<file path="src/hdl/vector_dot_distance_accumulator_top_assert.svh">
// ----------------------------------------------------------------------------
// Assertion macros for the vector dot and distance accumulator
// Shared concurrent check forms, clocked on clk_i and disabled in reset.
// ----------------------------------------------------------------------------
`ifndef VECTOR_DOT_DISTANCE_ACCUMULATOR_TOP_ASSERT_SVH
`define VECTOR_DOT_DISTANCE_ACCUMULATOR_TOP_ASSERT_SVH

// The consequent must hold in the same cycle as the antecedent.
`define VDDA_ASSERT_NOW(lbl, ante, cons) \
  lbl: assert property (@(posedge clk_i) disable iff (!rst_ni) (ante) |-> (cons)) \
    else $error("vdda: same-cycle check failed");

// The consequent must hold in the cycle after the antecedent.
`define VDDA_ASSERT_NEXT(lbl, ante, cons) \
  lbl: assert property (@(posedge clk_i) disable iff (!rst_ni) (ante) |=> (cons)) \
    else $error("vdda: next-cycle check failed");

`endif

</file>
<file path="src/hdl/vdda_pkg.sv">
// ----------------------------------------------------------------------------
// Vector dot and distance accumulator package
// Shared widths, constants, operation codes and controller interface types.
// ----------------------------------------------------------------------------
`timescale 1ns / 1ps

package vdda_pkg;

  // Default element width; elements are signed Q16.16.
  localparam int ELEMENT_WIDTH = 32;
  localparam int FIELD_W       = 32;
  localparam int FRAC_BITS     = 16;

  // Result is signed Q32.32.
  localparam int RES_W   = 64;
  localparam int Q_SHIFT = 32;

  // Square root unit: radicand is the sum scaled by 2^32.
  localparam int RAD_W  = RES_W + Q_SHIFT;
  localparam int ROOT_W = RAD_W / 2;
  localparam int REM_W  = ROOT_W + 2;
  localparam int CNT_W  = $clog2(ROOT_W);

  // Largest difference whose square still fits in a positive sum.
  localparam logic [RES_W-1:0] SQ_LIMIT = 64'd3037000499;
  localparam logic [RES_W-1:0] SUM_MAX  = {1'b0, {(RES_W-1){1'b1}}};
  localparam logic [RES_W-1:0] SUM_MIN  = {1'b1, {(RES_W-1){1'b0}}};

  // Reduction selected by the operation register.
  typedef enum logic [1:0] {
    OP_DOT,
    OP_NORM,
    OP_EUCLID,
    OP_MANHATTAN
  } vdda_op_e;

  // Commands from the controller to the datapath.
  typedef struct packed {
    logic accept;
    logic acc_en;
    logic root_start;
    logic root_step;
    logic out_load;
    logic sel_root;
  } vdda_cmd_t;

  // Status from the datapath to the controller.
  typedef struct packed {
    logic s3_root;
  } vdda_status_t;

endpackage

</file>
<file path="src/hdl/vdda_in_if.sv">
// ----------------------------------------------------------------------------
// Input channel interface
// Carries one pair of vector elements and the last-pair mark per word.
// ----------------------------------------------------------------------------
`timescale 1ns / 1ps

interface vdda_in_if;
  logic                                  valid;
  logic                                  ready;
  logic signed [vdda_pkg::FIELD_W-1:0]   first_element;
  logic signed [vdda_pkg::FIELD_W-1:0]   second_element;
  logic                                  last_element;

  modport source (
    output valid, first_element, second_element, last_element,
    input  ready
  );

  modport sink (
    input  valid, first_element, second_element, last_element,
    output ready
  );
endinterface

</file>
<file path="src/hdl/vdda_out_if.sv">
// ----------------------------------------------------------------------------
// Output channel interface
// Carries one reduction result and its overflow flag per word.
// ----------------------------------------------------------------------------
`timescale 1ns / 1ps

interface vdda_out_if;
  logic                                valid;
  logic                                ready;
  logic signed [vdda_pkg::RES_W-1:0]   result_value;
  logic                                overflow;

  modport source (
    output valid, result_value, overflow,
    input  ready
  );

  modport sink (
    input  valid, result_value, overflow,
    output ready
  );
endinterface

</file>
<file path="src/hdl/vdda_sqrt.sv">
// ----------------------------------------------------------------------------
// Iterative square root
// Digit-by-digit root of the Q32.32 sum, one result bit per step.
// ----------------------------------------------------------------------------
`timescale 1ns / 1ps

module vdda_sqrt (
  input  logic                                clk_i,
  input  logic                                start_i,
  input  logic                                step_i,
  input  logic signed [vdda_pkg::RES_W-1:0]   radicand_i,
  output logic [vdda_pkg::ROOT_W-1:0]         root_o
);

  localparam int RadW  = vdda_pkg::RAD_W;
  localparam int RootW = vdda_pkg::ROOT_W;
  localparam int RemW  = vdda_pkg::REM_W;
  localparam int ShW   = RemW + 2;

  logic [RadW-1:0]  rad_q;
  logic [RemW-1:0]  rem_q;
  logic [RootW-1:0] root_q;

  logic [ShW-1:0]   rem_sh;
  logic [ShW-1:0]   trial;
  logic [ShW-1:0]   diff;
  logic             fits;
  logic [vdda_pkg::RES_W-1:0] sum_pos;

  // A negative sum roots to zero.
  assign sum_pos = (radicand_i > 0) ? radicand_i : '0;

  // Bring down the next two radicand bits and try appending a one.
  assign rem_sh = {rem_q, rad_q[RadW-1 -: 2]};
  assign trial  = {2'b00, root_q, 2'b01};
  assign diff   = rem_sh - trial;
  assign fits   = (rem_sh >= trial);

  // Radicand, partial remainder and root registers.
  always_ff @(posedge clk_i) begin
    if (start_i) begin
      rad_q  <= {sum_pos, {vdda_pkg::Q_SHIFT{1'b0}}};
      rem_q  <= '0;
      root_q <= '0;
    end else if (step_i) begin
      rad_q  <= {rad_q[RadW-3:0], 2'b00};
      rem_q  <= fits ? diff[RemW-1:0] : rem_sh[RemW-1:0];
      root_q <= {root_q[RootW-2:0], fits};
    end
  end

  assign root_o = root_q;

endmodule

</file>
<file path="src/hdl/vdda_ctrl.sv">
// ----------------------------------------------------------------------------
// Accumulator controller
// Tracks words through the datapath and sequences the finishing steps.
// ----------------------------------------------------------------------------
`timescale 1ns / 1ps
`include "vector_dot_distance_accumulator_top_assert.svh"

module vdda_ctrl (
  input  logic                   clk_i,
  input  logic                   rst_ni,
  input  logic                   in_valid_i,
  input  logic                   in_last_i,
  output logic                   in_ready_o,
  output logic                   out_valid_o,
  input  logic                   out_ready_i,
  input  vdda_pkg::vdda_status_t status_i,
  output vdda_pkg::vdda_cmd_t    cmd_o
);

  typedef enum logic [2:0] {
    ST_RUN,
    ST_DRAIN,
    ST_FINISH,
    ST_ROOT,
    ST_HOLD
  } state_e;

  state_e                     state_q;
  logic                       in_ready_q;
  logic                       out_valid_q;
  logic                       root_q;
  logic [vdda_pkg::CNT_W-1:0] cnt_q;
  logic                       v1_q, v2_q, v3_q;
  logic                       l1_q, l2_q, l3_q;

  logic accept;
  logic out_load;

  assign accept   = in_valid_i && in_ready_q;
  assign out_load = (state_q == ST_HOLD) && (!out_valid_q || out_ready_i);

  // Command decode.
  always_comb begin
    cmd_o            = '0;
    cmd_o.accept     = accept;
    cmd_o.acc_en     = v3_q;
    cmd_o.root_start = (state_q == ST_FINISH) && root_q;
    cmd_o.root_step  = (state_q == ST_ROOT);
    cmd_o.out_load   = out_load;
    cmd_o.sel_root   = root_q;
  end

  // State, word tracking and handshake registers.
  always_ff @(posedge clk_i or negedge rst_ni) begin
    if (!rst_ni) begin
      state_q     <= ST_RUN;
      in_ready_q  <= 1'b1;
      out_valid_q <= 1'b0;
      root_q      <= 1'b0;
      cnt_q       <= '0;
      v1_q        <= 1'b0;
      v2_q        <= 1'b0;
      v3_q        <= 1'b0;
      l1_q        <= 1'b0;
      l2_q        <= 1'b0;
      l3_q        <= 1'b0;
    end else begin
      v1_q <= accept;
      l1_q <= accept && in_last_i;
      v2_q <= v1_q;
      l2_q <= l1_q;
      v3_q <= v2_q;
      l3_q <= l2_q;

      if (out_load) begin
        out_valid_q <= 1'b1;
      end else if (out_ready_i) begin
        out_valid_q <= 1'b0;
      end

      case (state_q)
        ST_RUN: begin
          if (accept && in_last_i) begin
            in_ready_q <= 1'b0;
            state_q    <= ST_DRAIN;
          end
        end
        ST_DRAIN: begin
          if (v3_q && l3_q) begin
            root_q  <= status_i.s3_root;
            state_q <= ST_FINISH;
          end
        end
        ST_FINISH: begin
          cnt_q   <= vdda_pkg::CNT_W'(vdda_pkg::ROOT_W - 1);
          state_q <= root_q ? ST_ROOT : ST_HOLD;
        end
        ST_ROOT: begin
          cnt_q <= cnt_q - 1'b1;
          if (cnt_q == '0) begin
            state_q <= ST_HOLD;
          end
        end
        ST_HOLD: begin
          if (out_load) begin
            in_ready_q <= 1'b1;
            state_q    <= ST_RUN;
          end
        end
        default: begin
          state_q <= ST_RUN;
        end
      endcase
    end
  end

  assign in_ready_o  = in_ready_q;
  assign out_valid_o = out_valid_q;

  // A last word closes the input until its result is handed off.
  `VDDA_ASSERT_NEXT(a_last_blocks_input, accept && in_last_i, !in_ready_q)
  // The last word reaching the accumulator starts the finishing steps.
  `VDDA_ASSERT_NEXT(a_last_finishes, v3_q && l3_q, state_q == ST_FINISH)
  // The root steps end in the hold state once the step counter reaches zero.
  `VDDA_ASSERT_NEXT(a_root_ends, (state_q == ST_ROOT) && (cnt_q == '0), state_q == ST_HOLD)
  // No word enters while a result is still being finished.
  `VDDA_ASSERT_NOW(a_closed_while_busy, state_q != ST_RUN, !in_ready_q)

endmodule

</file>
<file path="src/hdl/vdda_datapath.sv">
// ----------------------------------------------------------------------------
// Accumulator datapath
// Capture, operand and multiplier stages, saturating sum and result register.
// ----------------------------------------------------------------------------
`timescale 1ns / 1ps

module vdda_datapath #(
  parameter int ELEMENT_WIDTH = vdda_pkg::ELEMENT_WIDTH
) (
  input  logic                                clk_i,
  input  logic                                rst_ni,
  input  logic                                cfg_we_i,
  input  logic [1:0]                          cfg_data_i,
  input  logic signed [vdda_pkg::FIELD_W-1:0] first_element_i,
  input  logic signed [vdda_pkg::FIELD_W-1:0] second_element_i,
  input  vdda_pkg::vdda_cmd_t                 cmd_i,
  output vdda_pkg::vdda_status_t              status_o,
  output logic signed [vdda_pkg::RES_W-1:0]   result_value_o,
  output logic                                overflow_o
);

  localparam int Ew   = ELEMENT_WIDTH;
  localparam int Dw   = Ew + 1;
  localparam int Pw   = 2 * Dw;
  localparam int ResW = vdda_pkg::RES_W;

  vdda_pkg::vdda_op_e op_q;

  // Stage 1: captured elements.
  logic signed [Ew-1:0] a1_q, b1_q;
  vdda_pkg::vdda_op_e   op1_q;

  // Stage 2: multiplier operands and difference terms.
  logic signed [Dw-1:0] mop_a_q, mop_b_q;
  logic [ResW-1:0]      abs_term_q;
  logic                 sq_sat2_q;
  vdda_pkg::vdda_op_e   op2_q;

  // Stage 3: term to add.
  logic signed [ResW-1:0] term_q;
  logic                   sat3_q;
  vdda_pkg::vdda_op_e     op3_q;

  // Accumulator and result.
  logic signed [ResW-1:0] acc_q;
  logic                   flag_q;
  logic signed [ResW-1:0] result_q;
  logic                   ovf_q;

  logic signed [Dw-1:0]   diff;
  logic signed [Dw-1:0]   diff_neg;
  logic [Ew-1:0]          abs_diff;
  logic signed [Pw-1:0]   prod;
  logic signed [ResW:0]   sum_wide;
  logic                   sum_ovf;
  logic signed [ResW-1:0] sum_sat;
  logic [vdda_pkg::ROOT_W-1:0] root;

  // Operation register.
  always_ff @(posedge clk_i or negedge rst_ni) begin
    if (!rst_ni) begin
      op_q <= vdda_pkg::OP_DOT;
    end else if (cfg_we_i) begin
      op_q <= vdda_pkg::vdda_op_e'(cfg_data_i);
    end
  end

  // Stage 1 capture of the low element bits.
  always_ff @(posedge clk_i) begin
    if (cmd_i.accept) begin
      a1_q  <= $signed(first_element_i[Ew-1:0]);
      b1_q  <= $signed(second_element_i[Ew-1:0]);
      op1_q <= op_q;
    end
  end

  // Absolute difference; it always fits the element width unsigned.
  assign diff     = Dw'(a1_q) - Dw'(b1_q);
  assign diff_neg = -diff;
  assign abs_diff = diff[Dw-1] ? diff_neg[Ew-1:0] : diff[Ew-1:0];

  // Stage 2: pick multiplier operands.
  always_ff @(posedge clk_i) begin
    op2_q      <= op1_q;
    abs_term_q <= ResW'({abs_diff, {vdda_pkg::FRAC_BITS{1'b0}}});
    sq_sat2_q  <= (ResW'(abs_diff) > vdda_pkg::SQ_LIMIT);
    case (op1_q)
      vdda_pkg::OP_DOT: begin
        mop_a_q <= Dw'(a1_q);
        mop_b_q <= Dw'(b1_q);
      end
      vdda_pkg::OP_NORM: begin
        mop_a_q <= Dw'(a1_q);
        mop_b_q <= Dw'(a1_q);
      end
      default: begin
        mop_a_q <= $signed({1'b0, abs_diff});
        mop_b_q <= $signed({1'b0, abs_diff});
      end
    endcase
  end

  assign prod = mop_a_q * mop_b_q;

  // Stage 3: form the term, clamping an oversized square.
  always_ff @(posedge clk_i) begin
    op3_q  <= op2_q;
    sat3_q <= (op2_q == vdda_pkg::OP_EUCLID) && sq_sat2_q;
    case (op2_q)
      vdda_pkg::OP_MANHATTAN: term_q <= $signed(abs_term_q);
      vdda_pkg::OP_EUCLID: term_q <= sq_sat2_q ? $signed(vdda_pkg::SUM_MAX) : ResW'(prod);
      default: term_q <= ResW'(prod);
    endcase
  end

  assign status_o.s3_root = (op3_q == vdda_pkg::OP_NORM) || (op3_q == vdda_pkg::OP_EUCLID);

  // Saturating add of the term to the running sum.
  assign sum_wide = {acc_q[ResW-1], acc_q} + {term_q[ResW-1], term_q};
  assign sum_ovf  = (sum_wide[ResW] != sum_wide[ResW-1]);
  assign sum_sat  = sum_ovf ? (term_q[ResW-1] ? $signed(vdda_pkg::SUM_MIN)
                                              : $signed(vdda_pkg::SUM_MAX))
                            : sum_wide[ResW-1:0];

  // Running sum and overflow flag; cleared when the result leaves.
  always_ff @(posedge clk_i or negedge rst_ni) begin
    if (!rst_ni) begin
      acc_q  <= '0;
      flag_q <= 1'b0;
    end else if (cmd_i.out_load) begin
      acc_q  <= '0;
      flag_q <= 1'b0;
    end else if (cmd_i.acc_en) begin
      acc_q  <= sum_sat;
      flag_q <= flag_q || sum_ovf || sat3_q;
    end
  end

  vdda_sqrt u_sqrt (
    .clk_i      (clk_i),
    .start_i    (cmd_i.root_start),
    .step_i     (cmd_i.root_step),
    .radicand_i (acc_q),
    .root_o     (root)
  );

  // Result register.
  always_ff @(posedge clk_i) begin
    if (cmd_i.out_load) begin
      result_q <= cmd_i.sel_root ? $signed(ResW'(root)) : acc_q;
      ovf_q    <= flag_q;
    end
  end

  assign result_value_o = result_q;
  assign overflow_o     = ovf_q;

endmodule

</file>
<file path="src/hdl/vector_dot_distance_accumulator_top.sv">
// Vector dot product, norm and distance accumulator.
// The input channel takes one word per element pair: two signed Q16.16
// elements and a mark on the last pair. While the input is open, non-last
// words stream in at one per cycle, each folded into a saturating Q32.32
// running sum via capture, operand and multiplier stages and accumulator.
// The last word of a vector closes the input until its result is handed to
// the output register. For the norm and the Euclidean distance the result is
// the 48-bit square root of the sum, found bit-serially, one bit per cycle.
// The output channel carries the result and its overflow flag; a stalled
// receiver holds the result, and the next vector may stream in meanwhile,
// its own result waiting until the register is free.
// The user must write the operation register only while the block is idle,
// which the block itself does not enforce. Reset clears the sum, the flag
// and the operation (dot product) and opens the input.
// ----------------------------------------------------------------------------
// Vector dot and distance accumulator top level
// Joins the controller and the datapath to the two channels.
// ----------------------------------------------------------------------------
`timescale 1ns / 1ps

module vector_dot_distance_accumulator_top #(
  parameter int ELEMENT_WIDTH = vdda_pkg::ELEMENT_WIDTH
) (
  input  logic        clk_i,
  input  logic        rst_ni,
  input  logic        cfg_we_i,
  input  logic [1:0]  cfg_data_i,
  vdda_in_if.sink     in_if,
  vdda_out_if.source  out_if
);

  vdda_pkg::vdda_cmd_t    cmd;
  vdda_pkg::vdda_status_t status;

  // Sequencing.
  vdda_ctrl u_ctrl (
    .clk_i       (clk_i),
    .rst_ni      (rst_ni),
    .in_valid_i  (in_if.valid),
    .in_last_i   (in_if.last_element),
    .in_ready_o  (in_if.ready),
    .out_valid_o (out_if.valid),
    .out_ready_i (out_if.ready),
    .status_i    (status),
    .cmd_o       (cmd)
  );

  // Arithmetic.
  vdda_datapath #(
    .ELEMENT_WIDTH (ELEMENT_WIDTH)
  ) u_datapath (
    .clk_i            (clk_i),
    .rst_ni           (rst_ni),
    .cfg_we_i         (cfg_we_i),
    .cfg_data_i       (cfg_data_i),
    .first_element_i  (in_if.first_element),
    .second_element_i (in_if.second_element),
    .cmd_i            (cmd),
    .status_o         (status),
    .result_value_o   (out_if.result_value),
    .overflow_o       (out_if.overflow)
  );

endmodule
</file>
<file path="src/flat_wrapper.sv">
// flat-port wrapper written by rule: the top's interface ports become plain ports
module vector_dot_distance_accumulator_top_flat 
#(
  parameter int ELEMENT_WIDTH = vdda_pkg::ELEMENT_WIDTH
)
  (clk_i, rst_ni, cfg_we_i, cfg_data_i, in_if_valid, in_if_first_element, in_if_second_element, in_if_last_element, in_if_ready, out_if_valid, out_if_result_value, out_if_overflow, out_if_ready);
  vdda_in_if in_if_i ();
  vdda_out_if out_if_i ();
  input  logic clk_i;
  input  logic rst_ni;
  input  logic cfg_we_i;
  input  logic [1:0] cfg_data_i;
  input wire logic [$bits(in_if_i.valid)-1:0] in_if_valid;
  input wire logic [$bits(in_if_i.first_element)-1:0] in_if_first_element;
  input wire logic [$bits(in_if_i.second_element)-1:0] in_if_second_element;
  input wire logic [$bits(in_if_i.last_element)-1:0] in_if_last_element;
  output wire logic [$bits(in_if_i.ready)-1:0] in_if_ready;
  output wire logic [$bits(out_if_i.valid)-1:0] out_if_valid;
  output wire logic [$bits(out_if_i.result_value)-1:0] out_if_result_value;
  output wire logic [$bits(out_if_i.overflow)-1:0] out_if_overflow;
  input wire logic [$bits(out_if_i.ready)-1:0] out_if_ready;
  assign in_if_i.valid = in_if_valid;
  assign in_if_i.first_element = in_if_first_element;
  assign in_if_i.second_element = in_if_second_element;
  assign in_if_i.last_element = in_if_last_element;
  assign in_if_ready = in_if_i.ready;
  assign out_if_valid = out_if_i.valid;
  assign out_if_result_value = out_if_i.result_value;
  assign out_if_overflow = out_if_i.overflow;
  assign out_if_i.ready = out_if_ready;
  vector_dot_distance_accumulator_top #(.ELEMENT_WIDTH(ELEMENT_WIDTH)) u_core (.clk_i(clk_i), .rst_ni(rst_ni), .cfg_we_i(cfg_we_i), .cfg_data_i(cfg_data_i), .in_if(in_if_i), .out_if(out_if_i));
endmodule
</file>
<file path="config.mk">
export PLATFORM = sky130hd
export DESIGN_NAME = vector_dot_distance_accumulator_top_flat
export DESIGN_NICKNAME = d
export VERILOG_FILES = /design/src/hdl/vdda_pkg.sv /design/src/hdl/vdda_in_if.sv /design/src/hdl/vdda_out_if.sv /design/src/hdl/vdda_sqrt.sv /design/src/hdl/vdda_ctrl.sv /design/src/hdl/vdda_datapath.sv /design/src/hdl/vector_dot_distance_accumulator_top.sv /design/src/flat_wrapper.sv
export VERILOG_INCLUDE_DIRS = /design/src /design/src/hdl
export SDC_FILE = /design/constraint.sdc
export NUM_CORES = 2
export LEC_CHECK = 0
export ABC_CLOCK_PERIOD_IN_PS = 8230
export BUFFER_PORTS_ARGS = -buffer_cell sky130_fd_sc_hd__clkbuf_2
export CELL_PAD_IN_SITES_DETAIL_PLACEMENT = 1
export CELL_PAD_IN_SITES_GLOBAL_PLACEMENT = 2
export CORE_UTILIZATION = 38
export CTS_CLUSTER_DIAMETER = 40
export DETAILED_ROUTE_END_ITERATION = 8
export PLACE_DENSITY_LB_ADDON = 0.25
export SYNTH_ARGS = -nofsm -noshare
export SYNTH_HDL_FRONTEND = slang
export SYNTH_SLANG_ARGS = --single-unit
</file>
<file path="constraint.sdc">
create_clock -name clk_i -period 8.23 [get_ports clk_i]
set_clock_uncertainty 0.1 [all_clocks]
set_input_delay 0.823 -clock clk_i [delete_from_list [all_inputs] [get_ports clk_i]]
set_output_delay 0.823 -clock clk_i [all_outputs]
set_load 0.02 [all_outputs]
</file>
==> results.cfg <==
[global_routing]
grt_overflow = 0
grt_max_degree = 89
grt_pass1_vias = 56200
grt_first_pass_wirelength_um = 339000
antenna_found_initial = 7
grt.total_usage_pct = 25.3

[floorplan]
die_w_um = 420
placementRows = 153
dieHeight_um = 420
start_util_pct = 38.2
core_um2 = 174000
die_area_um2 = 177000
io_pins = 139

[setup_path]
path_max_fanout = 6
r2r_end = u_core.u_datapath.term_q[51]
end_kind = flop
cp_slowest_cell = fa_2
reg2reg_slack_ps = -50
cp-start-kind = flop
crit_family = adder cells
critPathMostFrequentCell = fa_1
critPathRequiredTime_ps = 8720
crit_arrival_ps = 8780
crit_buf_inv = 12
worstSetupPathType = flop to flop
critPathMaxStageDelay_ps = 630
r2r_cells = 34
reg2reg_from = u_core.u_datapath.mop_b_q[3]

[clock_tree]
cts_tree = built
clk_latency_ps = 750
clock-sinks = 546
clockBufferDepth = 3
numCtsBuffers = 104
cts_root_buf = clkbuf_16
path_clk_slew_ps = 60
htreeDepth = 3

[sta]
hold_violations = 0
fin_tns_setup_ps = -162
period_needed_ps = 8280
relSlewSlack_pct = 10.1
fin_ws_ps = -54.6
rsz0062_at_grt = true
tightest_slew_ps = 1340
setup_violations = 4
slew_violations = 0
fmax_mhz = 121
fin_crit_sh_pct = 101

[run_status]
violations = negative setup slack
outcome = finished, violations left

[final_layout]
fin_area_um2 = 78000
drive_gt1_share_pct = 14.5
multi_input_area_um2 = 47700
nets = 9053
seq_area_um2 = 13400
synthToLayoutAreaGrowth_pct = 17.3
fillers = 19700

[detailed_routing]
drt_wl_total_um = 221000
top_layer = met5
vias = 50600
first_iter_violations = 2680
drt_pass1_iterations = 5
wl_met1_um = 98200
ant_nets = 0
drc = 0
dr_wl_met3_um = 9320
wl_per_cell_um = 22.3
dr_wl_met2_um = 107000
routed_via_density = 5.11

[synth]
syn_area_um2 = 66500
synth_top_area_cell = fa_1
synth_nets = 8676
synthFlopType = dfxtp_1
synthTopCellsByCount = inv_1 (1309), fa_1 (1127), nand2_1 (866), and2_1 (556), ha_1 (361)
synth_top_area_share_pct = 33.9
async_reset_ff_share_pct = 15.6
syn_inst = 7116
ys_seq_area_share_pct = 20.0
yosys.cell_count.top_type = inv_1
synth-edff-count = 195
yosysWarnings = 0
syn_area_per_cell_um2 = 9.34
synth_cell_types = 109
synth.area.top_cells = fa_1 (34%), edfxtp_1 (8.8%), dfxtp_1 (8.0%)
synth-seq-cells = 546

[place]
place_congestion = 0.904
detailed_place.area_um2 = 72900
portBuffers = 138
place_hpwl_um = 181000

[worst_hold_path]
hp-start = in_if_second_element[8]
whs_endpoint = u_core.u_datapath.b1_q[8]
whs_path_depth = 1
hold_path_class = primary input to flop

[pwr]
ir_worst_vdd_mv = 0.141
power.static_leakage_nw = 37.6
powerDensity_nw_per_um2 = 92.4

[job]
cap_violations = 0
## worst max path at each step
stage / startpoint / to / slack, ps / cells past startpoint
6_report: u_core.u_datapath.mop_b_q[3] / u_core.u_datapath.term_q[51] / -50 / 34
2_1_floorplan: u_core.u_datapath.mop_b_q[0] / u_core.u_datapath.term_q[63] / 60 / 32
3_5_place_dp: u_core.u_datapath.mop_a_q[23] / u_core.u_datapath.term_q[61] / -820 / 32
3_3_place_gp: u_core.u_datapath.mop_a_q[23] / u_core.u_datapath.term_q[61] / -720 / 32
4_1_cts: u_core.u_datapath.mop_a_q[17] / u_core.u_datapath.term_q[61] / -10 / 31
5_1_grt: u_core.u_datapath.mop_b_q[0] / u_core.u_datapath.term_q[61] / -330 / 32
## power by group
group          internal (mW)  total (mW)  switching [mW]
Combinational         0.0134      0.0280          0.0146
Sequential              2.78        2.79        0.000598
Clock                   2.71        4.39            1.68
## cells in the final DEF, fill, tap and decap left out, drive strengths merged, types with 23 or more instances in the layout
master / n
o21a: 40
inv: 1341
nor4: 30
dfrtp: 84
mux2: 55
ha: 361
a211oi: 31
a21oi: 339
nand3: 49
fa: 1127
nand2: 867
nand4: 32
clkbuf: 262
a22o: 63
xnor2: 130
clkinv: 29
mux2i: 30
nand2b: 38
and3: 23
a21o: 145
nor2b: 72
dfxtp: 266
o21ai: 220
nor3: 41
buf: 467
and2: 559
edfxtp: 195
nor2: 288
xor2: 96
o21bai: 27
## cell type report
type / instances / share of cell area, %
Antenna cell: 4 / 0.0128
Multi-Input combinational cell: 4919 / 61.2
Inverter: 1311 / 6.31
Sequential cell: 546 / 17.2
Tap cell: 2325 / 3.73
Clock inverter: 77 / 1.11
Clock buffer: 119 / 3.53
Timing Repair Buffer: 611 / 6.89
## cells by family after synthesis
kind of cell	after synthesis	share of synthesized area, %
buf+inv	1651	9.40
fa+ha+maj	1488	40.7
xor+xnor	226	3.02
flops	546	20.0
simple gates	2060	15.1
compound gates	1060	10.4
mux	85	1.38
## timing repair
| item | 4_1_cts | 5_1_grt |
|---|---|---|
| pin swaps | 58 | 79 |
| hold buffers | 1 | 0 |
| buffers inserted | 13 | 13 |
| setup endpoints to repair | 29 | 26 |
| cloned | 0 | 6 |
| hold endpoints to repair | 27 | 0 |
| resized for setup | 115 | 141 |
## worst reg2reg max path, delay by kind of cell (launching register included)
family | cells | cell delay [ps]
AO/OA/AOI/OAI | 9 | 1400
XOR/XNOR | 1 | 230
adder cells (fa/ha/maj) | 9 | 4400
buffers and inverters | 12 | 1460
flip-flops | 1 | 360
AND/OR/NAND/NOR | 3 | 200
## routing by layer
layer | track usage (%) | vias up
met2 | 43.3 | 908
met1 | 33.5 | 26400
met5 | 0 | -
li1 | - | 23000
met3 | 3.03 | 262
met4 | 6.87 | 4
## registers in the layout, indices dropped and copies added (netlist names), 3 cells and up
signal,cells
u_core.u_ctrl.state_q,3
u_core.u_datapath.abs_term_q,32
u_core.u_datapath.u_sqrt.root_o,48
u_core.u_datapath.acc_q,64
u_core.u_datapath.a1_q,32
u_core.u_datapath.u_sqrt.rad_q,64
u_core.u_datapath.term_q,64
u_core.u_datapath.mop_b_q,33
u_core.u_datapath.u_sqrt.rem_q,50
u_core.u_datapath.b1_q,32
u_core.u_datapath.result_value_o,64
u_core.u_datapath.mop_a_q,33
u_core.u_ctrl.cnt_q,6
## through the flow
stage	utilization, %	total power, mW	hold WS, ps	setup slack, ps	instances
6_report	44.8	7.20	173	-54.6	9912
3_5_place_dp	42.0	2.87	236	-822	9682
2_1_floorplan	-	2.85	231	58.4	7116
4_1_cts	44.4	7.31	115	-12.5	9890
5_1_grt	44.8	7.41	139	-327	9908
3_3_place_gp	42.0	2.87	236	-724	9682
(Power assumes the default switching activity.)
